## src/rtl/core/sasr_pkg.sv

```systemverilog
`default_nettype none
// ============================================================================
// sasr_pkg
// Shared widths, codes and record types of the servo slew ramp sequencer.
// ============================================================================
package sasr_pkg;

    localparam int CHAN_W        = 4;
    localparam int CHANNEL_COUNT = 16;
    localparam int PULSE_BITS    = 12;
    localparam int ANGLE_W       = 9;
    localparam int STEP_W        = 16;
    localparam int TICK_W        = 10;

    localparam int DIVIDEND_W = ANGLE_W + PULSE_BITS;
    localparam int DIVISOR_W  = TICK_W;

    localparam int PULSE_LIMIT = (1 << PULSE_BITS) - 1;
    localparam int CONT_MIDDLE = 395;
    localparam logic [PULSE_BITS-1:0] CONT_MIDDLE_PULSE = (CONT_MIDDLE > PULSE_LIMIT) ?
        PULSE_BITS'(PULSE_LIMIT) : PULSE_BITS'(CONT_MIDDLE);
    localparam logic [TICK_W-1:0] TICK_PERIOD_RESET = TICK_W'(10);

    typedef enum logic [1:0] {
        REQ_CALIBRATE = 2'd0,
        REQ_PRESET    = 2'd1,
        REQ_MOVE      = 2'd2,
        REQ_TICK      = 2'd3
    } req_kind_t;

    typedef enum logic [1:0] {
        STATUS_OK   = 2'd0,
        STATUS_BUSY = 2'd1,
        STATUS_SPAN = 2'd2,
        STATUS_DONE = 2'd3
    } status_t;

    typedef enum logic [1:0] {
        PRESET_MIN  = 2'd0,
        PRESET_MID  = 2'd1,
        PRESET_MAX  = 2'd2,
        PRESET_NONE = 2'd3
    } preset_t;

    typedef struct packed {
        logic                  cont;
        logic [ANGLE_W-1:0]    angle_high;
        logic [ANGLE_W-1:0]    angle_low;
        logic [PULSE_BITS-1:0] pulse_high;
        logic [PULSE_BITS-1:0] pulse_low;
    } cal_entry_t;

    typedef struct packed {
        status_t               status;
        logic                  write_valid;
        logic [CHAN_W-1:0]     write_channel;
        logic [PULSE_BITS-1:0] write_value;
        logic                  busy;
    } result_t;

endpackage
`default_nettype wire

```

## src/rtl/core/sasr_if.sv

```systemverilog
`default_nettype none
// ============================================================================
// sasr_if
// Command and result channels of the servo slew ramp sequencer.
// ============================================================================
interface sasr_cmd_if
    import sasr_pkg::*;
();
    logic                  valid;
    logic                  ready;
    logic [1:0]            req_type;
    logic [CHAN_W-1:0]     channel;
    logic [PULSE_BITS-1:0] pulse_min;
    logic [PULSE_BITS-1:0] pulse_max;
    logic [ANGLE_W-1:0]    angle_min;
    logic [ANGLE_W-1:0]    angle_max;
    logic                  continuous_rotation;
    logic [1:0]            preset_select;
    logic [ANGLE_W-1:0]    target_angle;
    logic [STEP_W-1:0]     step_ms;

    modport source (
        output valid, req_type, channel, pulse_min, pulse_max, angle_min, angle_max,
               continuous_rotation, preset_select, target_angle, step_ms,
        input  ready
    );

    modport sink (
        input  valid, req_type, channel, pulse_min, pulse_max, angle_min, angle_max,
               continuous_rotation, preset_select, target_angle, step_ms,
        output ready
    );
endinterface

interface sasr_res_if
    import sasr_pkg::*;
();
    logic                  valid;
    logic                  ready;
    logic [1:0]            status;
    logic                  write_valid;
    logic [CHAN_W-1:0]     write_channel;
    logic [PULSE_BITS-1:0] write_value;
    logic                  busy_res;

    modport source (
        output valid, status, write_valid, write_channel, write_value, busy_res,
        input  ready
    );

    modport sink (
        input  valid, status, write_valid, write_channel, write_value, busy_res,
        output ready
    );
endinterface
`default_nettype wire

```

## src/rtl/core/sasr_div.sv

```systemverilog
`default_nettype none
// ============================================================================
// sasr_div
// Unsigned restoring divider that retires one quotient bit per cycle.
// ============================================================================
module sasr_div
    import sasr_pkg::*;
(
    input  wire logic                  clk,
    input  wire logic                  rst_n,
    input  wire logic                  start,
    input  wire logic [DIVIDEND_W-1:0] dividend,
    input  wire logic [DIVISOR_W-1:0]  divisor,
    output logic                       done,
    output logic [DIVIDEND_W-1:0]      quotient
);
    localparam int COUNT_W = $clog2(DIVIDEND_W + 1);

    logic                  busy_reg, busy_next;
    logic                  done_reg, done_next;
    logic [COUNT_W-1:0]    count_reg, count_next;
    logic [DIVIDEND_W-1:0] quo_reg, quo_next;
    logic [DIVISOR_W-1:0]  dvs_reg, dvs_next;
    logic [DIVISOR_W-1:0]  rem_reg, rem_next;
    logic [DIVISOR_W:0]    shifted;
    logic [DIVISOR_W:0]    trial;
    logic                  fits;

    assign shifted = {rem_reg, quo_reg[DIVIDEND_W-1]};
    assign fits    = shifted >= {1'b0, dvs_reg};
    assign trial   = shifted - {1'b0, dvs_reg};

    always_comb
    begin
        busy_next  = busy_reg;
        done_next  = 1'b0;
        count_next = count_reg;
        quo_next   = quo_reg;
        dvs_next   = dvs_reg;
        rem_next   = rem_reg;
        if (start)
        begin
            busy_next  = 1'b1;
            count_next = COUNT_W'(DIVIDEND_W);
            quo_next   = dividend;
            dvs_next   = divisor;
            rem_next   = '0;
        end
        else if (busy_reg)
        begin
            quo_next   = {quo_reg[DIVIDEND_W-2:0], fits};
            rem_next   = fits ? trial[DIVISOR_W-1:0] : shifted[DIVISOR_W-1:0];
            count_next = count_reg - COUNT_W'(1);
            if (count_reg == COUNT_W'(1))
            begin
                busy_next = 1'b0;
                done_next = 1'b1;
            end
        end
    end

    always_ff @(posedge clk or negedge rst_n)
    begin
        if (!rst_n)
        begin
            busy_reg  <= 1'b0;
            done_reg  <= 1'b0;
            count_reg <= '0;
        end
        else
        begin
            busy_reg  <= busy_next;
            done_reg  <= done_next;
            count_reg <= count_next;
        end
    end

    always_ff @(posedge clk)
    begin
        quo_reg <= quo_next;
        dvs_reg <= dvs_next;
        rem_reg <= rem_next;
    end

    assign done     = done_reg;
    assign quotient = quo_reg;

endmodule
`default_nettype wire

```

## src/rtl/core/servo_angle_slew_ramp.sv

```systemverilog
`default_nettype none
// ============================================================================
// servo_angle_slew_ramp
// Multi-channel servo pulse sequencer with a linear angle map and slew ramp.
// ============================================================================
// The block handles one command transaction at a time and returns exactly one
// result transaction for each. For calibration, preset, tick and refused
// commands the calibration and position memories are read at the accepting
// edge, the execute state decides and writes back, and the output state loads
// the output register once no earlier result is still waiting to be taken. An
// accepted move runs the shared restoring divider twice, with one quotient bit
// per cycle, first for the angle map and then for the step period. A move whose
// target equals the current position skips the second division. Per-channel
// state is held in two single-port memories whose entries read as zero until
// written, so no clearing pass follows reset. The tick period register may only
// be written while no transaction is in flight.
module servo_angle_slew_ramp
    import sasr_pkg::*;
(
    input  wire logic              clk,
    input  wire logic              rst_n,
    sasr_cmd_if.sink               cmd,
    sasr_res_if.source             res,
    input  wire logic              cfg_wr_en,
    input  wire logic [TICK_W-1:0] cfg_wr_data
);
    typedef enum logic [5:0] {
        S_IDLE    = 6'b000001,
        S_EXEC    = 6'b000010,
        S_MAPDIV  = 6'b000100,
        S_TARGET  = 6'b001000,
        S_STEPDIV = 6'b010000,
        S_OUT     = 6'b100000
    } state_t;

    function automatic result_t make_result(
        status_t               st,
        logic                  wr,
        logic [CHAN_W-1:0]     ch,
        logic [PULSE_BITS-1:0] val,
        logic                  busy
    );
        result_t r;
        r.status        = st;
        r.write_valid   = wr;
        r.write_channel = wr ? ch : '0;
        r.write_value   = wr ? val : '0;
        r.busy          = busy;
        return r;
    endfunction

    state_t                state_reg, state_next;
    logic [TICK_W-1:0]     tick_period_reg;
    logic                  move_active_reg, move_active_next;
    logic [CHAN_W-1:0]     move_channel_reg, move_channel_next;
    logic [PULSE_BITS-1:0] move_target_reg, move_target_next;
    logic [STEP_W-1:0]     step_period_reg, step_period_next;
    logic [STEP_W-1:0]     wait_reg, wait_next;
    logic                  out_valid_reg, out_valid_next;
    logic                  out_load;

    req_kind_t             req_reg;
    logic [CHAN_W-1:0]     chan_reg;
    logic [PULSE_BITS-1:0] pulse_min_reg;
    logic [PULSE_BITS-1:0] pulse_max_reg;
    logic [ANGLE_W-1:0]    angle_min_reg;
    logic [ANGLE_W-1:0]    angle_max_reg;
    logic                  cont_reg;
    preset_t               preset_reg;
    logic [ANGLE_W-1:0]    angle_reg;
    logic [STEP_W-1:0]     step_reg;
    logic                  map_neg_reg, map_neg_next;
    logic [PULSE_BITS-1:0] target_reg, target_next;
    result_t               result_reg, result_next;
    result_t               out_reg;

    cal_entry_t            cal_mem [CHANNEL_COUNT];
    logic [PULSE_BITS-1:0] pos_mem [CHANNEL_COUNT];
    logic [CHANNEL_COUNT-1:0] cal_valid_reg;
    logic [CHANNEL_COUNT-1:0] pos_valid_reg;
    cal_entry_t            cal_rd_reg;
    logic [PULSE_BITS-1:0] pos_rd_reg;
    logic                  cal_rd_valid_reg;
    logic                  pos_rd_valid_reg;
    logic [CHAN_W-1:0]     pos_rd_addr;
    logic                  cal_we;
    cal_entry_t            cal_wr_data;
    logic                  pos_we;
    logic [CHAN_W-1:0]     pos_wr_addr;
    logic [PULSE_BITS-1:0] pos_wr_data;

    cal_entry_t            cal_cur;
    logic [PULSE_BITS-1:0] pos_cur;
    logic                  cmd_fire;
    logic                  chan_in_range;
    logic [STEP_W-1:0]     wait_dec;
    logic [PULSE_BITS-1:0] pos_step;
    logic [PULSE_BITS-1:0] mid_pulse;
    logic [ANGLE_W-1:0]    ang_mag;
    logic [PULSE_BITS-1:0] pul_mag;
    logic [ANGLE_W-1:0]    span_mag;
    logic                  ang_neg;
    logic                  pul_neg;
    logic                  span_neg;
    logic [DIVIDEND_W-1:0] map_product;
    logic [TICK_W-1:0]     tick_eff;
    logic [DIVIDEND_W:0]   tgt_sum;
    logic [PULSE_BITS-1:0] tgt_clamped;
    logic [STEP_W-1:0]     period_q;

    logic                  div_start;
    logic [DIVIDEND_W-1:0] div_dividend;
    logic [DIVISOR_W-1:0]  div_divisor;
    logic                  div_done;
    logic [DIVIDEND_W-1:0] div_quotient;

    sasr_div u_div (
        .clk      (clk),
        .rst_n    (rst_n),
        .start    (div_start),
        .dividend (div_dividend),
        .divisor  (div_divisor),
        .done     (div_done),
        .quotient (div_quotient)
    );

    assign cmd_fire    = cmd.valid && cmd.ready;
    assign cmd.ready   = (state_reg == S_IDLE);
    assign pos_rd_addr = (req_kind_t'(cmd.req_type) == REQ_TICK) ? move_channel_reg : cmd.channel;

    assign cal_cur = cal_rd_valid_reg ? cal_rd_reg : '0;
    assign pos_cur = pos_rd_valid_reg ? pos_rd_reg : '0;

    assign chan_in_range = {1'b0, chan_reg} < (CHAN_W + 1)'(CHANNEL_COUNT);
    assign wait_dec      = (wait_reg != '0) ? wait_reg - STEP_W'(1) : '0;
    assign pos_step      = (pos_cur < move_target_reg) ? pos_cur + PULSE_BITS'(1)
                                                       : pos_cur - PULSE_BITS'(1);

    assign mid_pulse = (cal_cur.pulse_high >= cal_cur.pulse_low) ?
        cal_cur.pulse_low + ((cal_cur.pulse_high - cal_cur.pulse_low) >> 1) :
        cal_cur.pulse_low - ((cal_cur.pulse_low - cal_cur.pulse_high) >> 1);

    assign ang_neg  = angle_reg < cal_cur.angle_low;
    assign ang_mag  = ang_neg ? cal_cur.angle_low - angle_reg : angle_reg - cal_cur.angle_low;
    assign pul_neg  = cal_cur.pulse_high < cal_cur.pulse_low;
    assign pul_mag  = pul_neg ? cal_cur.pulse_low - cal_cur.pulse_high
                              : cal_cur.pulse_high - cal_cur.pulse_low;
    assign span_neg = cal_cur.angle_high < cal_cur.angle_low;
    assign span_mag = span_neg ? cal_cur.angle_low - cal_cur.angle_high
                               : cal_cur.angle_high - cal_cur.angle_low;
    assign map_product = DIVIDEND_W'(ang_mag) * DIVIDEND_W'(pul_mag);

    assign tick_eff = (tick_period_reg == '0) ? TICK_W'(1) : tick_period_reg;

    assign tgt_sum = {1'b0, div_quotient} + (DIVIDEND_W + 1)'(cal_cur.pulse_low);
    always_comb
    begin
        if (map_neg_reg)
        begin
            if (div_quotient > DIVIDEND_W'(cal_cur.pulse_low))
            begin
                tgt_clamped = '0;
            end
            else
            begin
                tgt_clamped = cal_cur.pulse_low - div_quotient[PULSE_BITS-1:0];
            end
        end
        else if (tgt_sum > (DIVIDEND_W + 1)'(PULSE_LIMIT))
        begin
            tgt_clamped = PULSE_BITS'(PULSE_LIMIT);
        end
        else
        begin
            tgt_clamped = tgt_sum[PULSE_BITS-1:0];
        end
    end

    assign period_q = (div_quotient[STEP_W-1:0] == '0) ? STEP_W'(1) : div_quotient[STEP_W-1:0];

    assign cal_wr_data = '{
        cont:       cont_reg,
        angle_high: angle_max_reg,
        angle_low:  angle_min_reg,
        pulse_high: pulse_max_reg,
        pulse_low:  pulse_min_reg
    };

    always_comb
    begin
        state_next        = state_reg;
        move_active_next  = move_active_reg;
        move_channel_next = move_channel_reg;
        move_target_next  = move_target_reg;
        step_period_next  = step_period_reg;
        wait_next         = wait_reg;
        map_neg_next      = map_neg_reg;
        target_next       = target_reg;
        result_next       = result_reg;
        cal_we            = 1'b0;
        pos_we            = 1'b0;
        pos_wr_addr       = chan_reg;
        pos_wr_data       = pos_step;
        div_start         = 1'b0;
        div_dividend      = map_product;
        div_divisor       = DIVISOR_W'(span_mag);
        out_load          = 1'b0;
        out_valid_next    = out_valid_reg && !res.ready;

        case (state_reg)
            S_IDLE:
            begin
                if (cmd_fire)
                begin
                    state_next = S_EXEC;
                end
            end

            S_EXEC:
            begin
                state_next = S_OUT;
                if (req_reg == REQ_TICK)
                begin
                    if (!move_active_reg)
                    begin
                        result_next = make_result(STATUS_OK, 1'b0, '0, '0, 1'b0);
                    end
                    else if (wait_dec != '0)
                    begin
                        wait_next   = wait_dec;
                        result_next = make_result(STATUS_OK, 1'b0, '0, '0, 1'b1);
                    end
                    else if (pos_cur == move_target_reg)
                    begin
                        wait_next        = '0;
                        move_active_next = 1'b0;
                        result_next      = make_result(STATUS_DONE, 1'b0, '0, '0, 1'b0);
                    end
                    else
                    begin
                        pos_we      = 1'b1;
                        pos_wr_addr = move_channel_reg;
                        pos_wr_data = pos_step;
                        wait_next   = step_period_reg;
                        result_next = make_result(STATUS_OK, 1'b1, move_channel_reg, pos_step,
                                                  1'b1);
                    end
                end
                else if (move_active_reg)
                begin
                    result_next = make_result(STATUS_BUSY, 1'b0, '0, '0, 1'b1);
                end
                else if (!chan_in_range)
                begin
                    result_next = make_result(STATUS_OK, 1'b0, '0, '0, 1'b0);
                end
                else
                begin
                    case (req_reg)
                        REQ_CALIBRATE:
                        begin
                            cal_we      = 1'b1;
                            result_next = make_result(STATUS_OK, 1'b0, '0, '0, 1'b0);
                        end

                        REQ_PRESET:
                        begin
                            pos_we = 1'b1;
                            case (preset_reg)
                                PRESET_MIN: pos_wr_data = cal_cur.pulse_low;
                                PRESET_MAX: pos_wr_data = cal_cur.pulse_high;
                                PRESET_MID: pos_wr_data = cal_cur.cont ? CONT_MIDDLE_PULSE
                                                                       : mid_pulse;
                                default:    pos_we = 1'b0;
                            endcase
                            result_next = make_result(STATUS_OK, pos_we, chan_reg, pos_wr_data,
                                                      1'b0);
                        end

                        REQ_MOVE:
                        begin
                            if (span_mag == '0)
                            begin
                                result_next = make_result(STATUS_SPAN, 1'b0, '0, '0, 1'b0);
                            end
                            else
                            begin
                                div_start    = 1'b1;
                                map_neg_next = ang_neg ^ pul_neg ^ span_neg;
                                state_next   = S_MAPDIV;
                            end
                        end

                        default:
                        begin
                            result_next = make_result(STATUS_OK, 1'b0, '0, '0, 1'b0);
                        end
                    endcase
                end
            end

            S_MAPDIV:
            begin
                if (div_done)
                begin
                    target_next = tgt_clamped;
                    state_next  = S_TARGET;
                end
            end

            S_TARGET:
            begin
                if (target_reg == pos_cur)
                begin
                    result_next = make_result(STATUS_OK, 1'b0, '0, '0, 1'b0);
                    state_next  = S_OUT;
                end
                else
                begin
                    div_start    = 1'b1;
                    div_dividend = DIVIDEND_W'(step_reg);
                    div_divisor  = DIVISOR_W'(tick_eff);
                    state_next   = S_STEPDIV;
                end
            end

            S_STEPDIV:
            begin
                if (div_done)
                begin
                    move_active_next  = 1'b1;
                    move_channel_next = chan_reg;
                    move_target_next  = target_reg;
                    step_period_next  = period_q;
                    wait_next         = period_q;
                    result_next       = make_result(STATUS_OK, 1'b1, chan_reg, pos_cur, 1'b1);
                    state_next        = S_OUT;
                end
            end

            S_OUT:
            begin
                if (!out_valid_reg || res.ready)
                begin
                    out_load       = 1'b1;
                    out_valid_next = 1'b1;
                    state_next     = S_IDLE;
                end
            end

            default:
            begin
                state_next = S_IDLE;
            end
        endcase
    end

    always_ff @(posedge clk or negedge rst_n)
    begin
        if (!rst_n)
        begin
            state_reg        <= S_IDLE;
            tick_period_reg  <= TICK_PERIOD_RESET;
            move_active_reg  <= 1'b0;
            move_channel_reg <= '0;
            move_target_reg  <= '0;
            step_period_reg  <= '0;
            wait_reg         <= '0;
            out_valid_reg    <= 1'b0;
            cal_valid_reg    <= '0;
            pos_valid_reg    <= '0;
            cal_rd_valid_reg <= 1'b0;
            pos_rd_valid_reg <= 1'b0;
        end
        else
        begin
            state_reg        <= state_next;
            move_active_reg  <= move_active_next;
            move_channel_reg <= move_channel_next;
            move_target_reg  <= move_target_next;
            step_period_reg  <= step_period_next;
            wait_reg         <= wait_next;
            out_valid_reg    <= out_valid_next;
            if (cfg_wr_en)
            begin
                tick_period_reg <= cfg_wr_data;
            end
            if (cmd_fire)
            begin
                cal_rd_valid_reg <= cal_valid_reg[cmd.channel];
                pos_rd_valid_reg <= pos_valid_reg[pos_rd_addr];
            end
            if (cal_we)
            begin
                cal_valid_reg[chan_reg] <= 1'b1;
            end
            if (pos_we)
            begin
                pos_valid_reg[pos_wr_addr] <= 1'b1;
            end
        end
    end

    always_ff @(posedge clk)
    begin
        if (cmd_fire)
        begin
            cal_rd_reg <= cal_mem[cmd.channel];
            pos_rd_reg <= pos_mem[pos_rd_addr];
        end
        if (cal_we)
        begin
            cal_mem[chan_reg] <= cal_wr_data;
        end
        if (pos_we)
        begin
            pos_mem[pos_wr_addr] <= pos_wr_data;
        end
    end

    always_ff @(posedge clk)
    begin
        if (cmd_fire)
        begin
            req_reg       <= req_kind_t'(cmd.req_type);
            chan_reg      <= cmd.channel;
            pulse_min_reg <= cmd.pulse_min;
            pulse_max_reg <= cmd.pulse_max;
            angle_min_reg <= cmd.angle_min;
            angle_max_reg <= cmd.angle_max;
            cont_reg      <= cmd.continuous_rotation;
            preset_reg    <= preset_t'(cmd.preset_select);
            angle_reg     <= cmd.target_angle;
            step_reg      <= cmd.step_ms;
        end
        map_neg_reg <= map_neg_next;
        target_reg  <= target_next;
        result_reg  <= result_next;
        if (out_load)
        begin
            out_reg <= result_reg;
        end
    end

    assign res.valid         = out_valid_reg;
    assign res.status        = out_reg.status;
    assign res.write_valid   = out_reg.write_valid;
    assign res.write_channel = out_reg.write_channel;
    assign res.write_value   = out_reg.write_value;
    assign res.busy_res      = out_reg.busy;

    assert property (@(posedge clk) disable iff (!rst_n)
        move_active_reg |-> step_period_reg != '0)
        else $error("A move is active with a zero step period.");

    assert property (@(posedge clk) disable iff (!rst_n)
        (move_active_reg && state_reg == S_IDLE) |-> wait_reg != '0)
        else $error("An active move rests with an expired wait count.");

    assert property (@(posedge clk) disable iff (!rst_n)
        div_done |-> (state_reg == S_MAPDIV || state_reg == S_STEPDIV))
        else $error("The divider finished while no division was pending.");

    assert property (@(posedge clk) disable iff (!rst_n)
        cmd_fire |=> state_reg == S_EXEC)
        else $error("An accepted transaction did not enter execution.");

endmodule
`default_nettype wire

```

## src/flat_wrapper.sv

```systemverilog
// flat-port wrapper written by rule: the top's interface ports become plain ports
module servo_angle_slew_ramp_flat import sasr_pkg::*;
  (clk, rst_n, cfg_wr_en, cfg_wr_data, cmd_valid, cmd_req_type, cmd_channel, cmd_pulse_min, cmd_pulse_max, cmd_angle_min, cmd_angle_max, cmd_continuous_rotation, cmd_preset_select, cmd_target_angle, cmd_step_ms, cmd_ready, res_valid, res_status, res_write_valid, res_write_channel, res_write_value, res_busy_res, res_ready);
  sasr_cmd_if cmd_i ();
  sasr_res_if res_i ();
  input  wire logic clk;
  input  wire logic rst_n;
  input  wire logic cfg_wr_en;
  input  wire logic [TICK_W-1:0] cfg_wr_data;
  input wire logic [$bits(cmd_i.valid)-1:0] cmd_valid;
  input wire logic [$bits(cmd_i.req_type)-1:0] cmd_req_type;
  input wire logic [$bits(cmd_i.channel)-1:0] cmd_channel;
  input wire logic [$bits(cmd_i.pulse_min)-1:0] cmd_pulse_min;
  input wire logic [$bits(cmd_i.pulse_max)-1:0] cmd_pulse_max;
  input wire logic [$bits(cmd_i.angle_min)-1:0] cmd_angle_min;
  input wire logic [$bits(cmd_i.angle_max)-1:0] cmd_angle_max;
  input wire logic [$bits(cmd_i.continuous_rotation)-1:0] cmd_continuous_rotation;
  input wire logic [$bits(cmd_i.preset_select)-1:0] cmd_preset_select;
  input wire logic [$bits(cmd_i.target_angle)-1:0] cmd_target_angle;
  input wire logic [$bits(cmd_i.step_ms)-1:0] cmd_step_ms;
  output wire logic [$bits(cmd_i.ready)-1:0] cmd_ready;
  output wire logic [$bits(res_i.valid)-1:0] res_valid;
  output wire logic [$bits(res_i.status)-1:0] res_status;
  output wire logic [$bits(res_i.write_valid)-1:0] res_write_valid;
  output wire logic [$bits(res_i.write_channel)-1:0] res_write_channel;
  output wire logic [$bits(res_i.write_value)-1:0] res_write_value;
  output wire logic [$bits(res_i.busy_res)-1:0] res_busy_res;
  input wire logic [$bits(res_i.ready)-1:0] res_ready;
  assign cmd_i.valid = cmd_valid;
  assign cmd_i.req_type = cmd_req_type;
  assign cmd_i.channel = cmd_channel;
  assign cmd_i.pulse_min = cmd_pulse_min;
  assign cmd_i.pulse_max = cmd_pulse_max;
  assign cmd_i.angle_min = cmd_angle_min;
  assign cmd_i.angle_max = cmd_angle_max;
  assign cmd_i.continuous_rotation = cmd_continuous_rotation;
  assign cmd_i.preset_select = cmd_preset_select;
  assign cmd_i.target_angle = cmd_target_angle;
  assign cmd_i.step_ms = cmd_step_ms;
  assign cmd_ready = cmd_i.ready;
  assign res_valid = res_i.valid;
  assign res_status = res_i.status;
  assign res_write_valid = res_i.write_valid;
  assign res_write_channel = res_i.write_channel;
  assign res_write_value = res_i.write_value;
  assign res_busy_res = res_i.busy_res;
  assign res_i.ready = res_ready;
  servo_angle_slew_ramp u_core (.clk(clk), .rst_n(rst_n), .cmd(cmd_i), .res(res_i), .cfg_wr_en(cfg_wr_en), .cfg_wr_data(cfg_wr_data));
endmodule
```

## config.mk

```make
export PLATFORM = sky130hd
export DESIGN_NAME = servo_angle_slew_ramp_flat
export DESIGN_NICKNAME = d
export VERILOG_FILES = /design/src/rtl/core/sasr_pkg.sv /design/src/rtl/core/sasr_if.sv /design/src/rtl/core/sasr_div.sv /design/src/rtl/core/servo_angle_slew_ramp.sv /design/src/flat_wrapper.sv
export SDC_FILE = /design/constraint.sdc
export NUM_CORES = 2
export LEC_CHECK = 0
export ABC_AREA = 1
export BUFFER_PORTS_ARGS = -buffer_cell sky130_fd_sc_hd__buf_2
export CORE_AREA = 2 2 217 433
export DETAILED_ROUTE_END_ITERATION = 10
export DIE_AREA = 0 0 219 435
export PLACE_DENSITY = 0.79
export SLEW_MARGIN = 5
export SYNTH_ARGS = -nofsm -noshare
export SYNTH_HDL_FRONTEND = slang
export SYNTH_SLANG_ARGS = --single-unit
```

## constraint.sdc

```tcl
create_clock -name clk -period 8.7 [get_ports clk]
set_input_delay 1.305 -clock clk [delete_from_list [all_inputs] [get_ports clk]]
set_output_delay 1.305 -clock clk [all_outputs]
set_load 0.02 [all_outputs]
```

==> impl_results.md <==
- Outcome: finished, final reports clean
- CP endpoint kind: register
- Crit path max-delay cell type: dfrtp_4
- Sequential Area: 0.03577 mm^2
- Total wire length: 151900 um
- Post-synthesis adder-cell area fraction: 6.480%
- Hold Path Origin: u_core.result_reg[14]$_DFFE_PP_
- Final Setup Violations: 0
- Mapped Area: 0.05762 mm^2
- Final period util: 93.64%
- Worst reg2reg path startpoint: u_core.cal_rd_valid_reg$_DFFE_PN0P_
- Pre-antenna DRT Iters: 8
- Synth Warn #: 0
- Detail Route Antenna Nets: 0
- H-Tree Depth: 3
- Fmax: 122.8 MHz
- Syn avg cell area: 11.01 um^2
- Vias per cell: 6.242
- Post-Layout Cell Count: 6542
- Initial DRC Count: 5117
- Wire per inst: 23.22 um
- CTS Root Cell: clkbuf_16
- Most frequent cells in the layout: 1095 x edfxtp_1, 711 x nand2_1, 654 x nor2_1
- CP startpoint: u_core.cal_rd_valid_reg$_DFFE_PN0P_
- Starting utilization of the core area: 62.54%
- PortBufs: 112
- DRC: 0
- Met2 Use GR: 51.77%
- Share of post-route cells with drive strength above 1: 8.836%
- XOR/XNOR Fraction of Synth Area: 1.700%
- Cell variety after synth: 63
- CTS tree: done
- Simple-gate share of the synthesized area: 12.32%
- I/O pin count: 113
- Fin. max-slew vios: 0
- Multi-input gate area: 0.01922 mm^2
- Die footprint: 0.09527 mm^2
- Core Footprint: 0.09212 mm^2
- Bufs on Longest Clock Path: 3
- Primary FF master, synth: edfxtp_1
- Cells after Synth: 5235
- Reg2reg setup slack: 0.55 ns
- Max-cap viol count: 0
- Met1 Use GR: 43.11%
- Met3 Use GR: 4.689%
- FF+latch count, synth: 1212
- Mux cell area share after synthesis: 0.1042%
- Overflow after GRT: 0
- Fraction of registers with async set/reset: 8.828%
- Hpwl dp: 93670 um
- Vias: 40830
- CP Class: reg2reg
- Nets: 5602
- Compound-gate portion of the synthesized area: 12.47%
- Max incr delay on CP: 0.62 ns
- Die width: 219 um
- Largest net degree at the start of global routing: 179
- Leading cell type in the layout, fill and taps excluded: edfxtp_1
- Filler cells: 6648
- CTS buffer count: 98
- Max Clock Skew: 0.03439 ns
- Register area share after synthesis: 62.07%
- Rel. slew slack: 9.446%
- Diode count: 0
- Initial antenna violation count: 0
- GPL Wtd Cong: 0.9867
- RSZ-0062 raised after global routing: false
- First-pass GRT wire length: 231000 um
- EDFF count, synth: 1095
- Largest family of logic cells by synthesized area: compound AO/OA/AOI/OAI gates
- Final hold violations: 0
- Post-Place Cells: 6360
- Tightest hold margin: 0.4143 ns
- Slew @ Worst Pin: 1.352 ns
- Largest fanout on the critical path: 24
- Final min period: 8.146 ns
- Worst min path class: reg2reg
- Startpoint Class: register
- CTS sink count: 1212
- Post-CTS setup buffers: 0
- Post-Syn Nets: 5577
- Final TNS setup: 0 ns
- Die Height: 435 um
- Worst-path clk slew: 0.07 ns
- Critical path arrival: 8.60 ns
- Most used cell, CP: nand2_1
- Syn-to-layout area delta: 8.829%
- GRT Overall Usage: 32.07%
- Worst-skew pair later-pin latency: 0.73 ns
- Largest register FFs: 688
- CP required: 9.16 ns
- Vias in the first global route: 40220
- Busiest grt layer: met2
- FP Rows: 158
-- cell usage after synthesis (all sizes together), types with 79 or more instances --
library cell  instances  share of area, %
o221ai              154               2.3
nand3               178               1.6
edfxtp             1095                57
ha                  172               3.7
o22ai                80              0.87
inv                 468               3.1
dfrtp               104               4.5
nand2               727               4.8
o21ai               687               6.0
a21oi               152               1.4
nor2                694               4.7
fa                   79               2.7
xor2                 85               1.3
clkbuf              224               1.5
-- timing repair --
action | CTS | global route
endpoints found under the hold margin | 0 | 0
endpoints found under the setup margin | 0 | 1
hold buffers | 0 | 0
resized for setup | 0 | 3
-- layout make-up --
type	instances	share of cell area, %
flip-flops and latches	1212	57.04
clock inverters	66	1.191
clock buffers	116	4.087
well taps	1200	2.394
inverters	475	2.873
multi-input cells	3296	30.65
repair buffers	177	1.760
-- path summary, 6_finish.rpt --
| check | cells past startpoint | endpoint |
|---|---|---|
| min in group asynchronous | 1 | u_core.wait_reg[5]$_DFFE_PN0P_ |
| setup / recovery | 31 | u_core.u_div.quotient[17]$_DFFE_PP_ |
| max in group asynchronous | 2 | u_core.cal_rd_valid_reg$_DFFE_PN0P_ |
| setup reg to reg | 31 | u_core.u_div.quotient[17]$_DFFE_PP_ |
| hold reg to reg | 0 | u_core.res.write_channel[1]$_DFFE_PP_ |
| hold / removal | 0 | u_core.res.write_channel[1]$_DFFE_PP_ |
-- per-layer routing --
| metal | vias up | routed length [um] |
|---|---|---|
| li1 | 18490 | - |
| met1 | 19810 | 58720 |
| met2 | 2115 | 73130 |
| met3 | 415 | 12760 |
| met4 | 0 | 7269 |
| met5 | - | 0 |
-- kinds of logic after synthesis --
| group | after synthesis |
|---|---|
| AO/OA/AOI/OAI | 1217 |
| AND/OR/NAND/NOR | 1711 |
| multiplexers | 6 |
| adder cells (fa/ha/maj) | 251 |
| flip-flops | 1212 |
| XOR/XNOR | 111 |
| buffers and inverters | 727 |
-- stage by stage --
| step | utilization (%) | cell area, um^2 | setup slack (ns) |
|---|---|---|---|
| finish | 68.07 | 62710 | 0.5537 |
| floorplan | - | 57620 | 0.7702 |
| global placement | 64.46 | 59380 | 0.6878 |
| global route | 68.07 | 62710 | 0.1471 |
| detailed placement | 64.46 | 59380 | 0.5639 |
| CTS | 68.05 | 62690 | 0.5592 |
-- worst max-delay path: cells and delay by family (launching register included) --
kind,cells,cell delay [ns]
XOR/XNOR,1,0.13
flip-flops,1,0.62
adder cells (fa/ha/maj),6,2.86
buffers and inverters,7,0.92
AO/OA/AOI/OAI,7,1.93
AND/OR/NAND/NOR,10,1.42
Power is left out: the tool's default activity adds up to more than one toggle a clock period on the data nets, which glitch-free logic cannot reach.
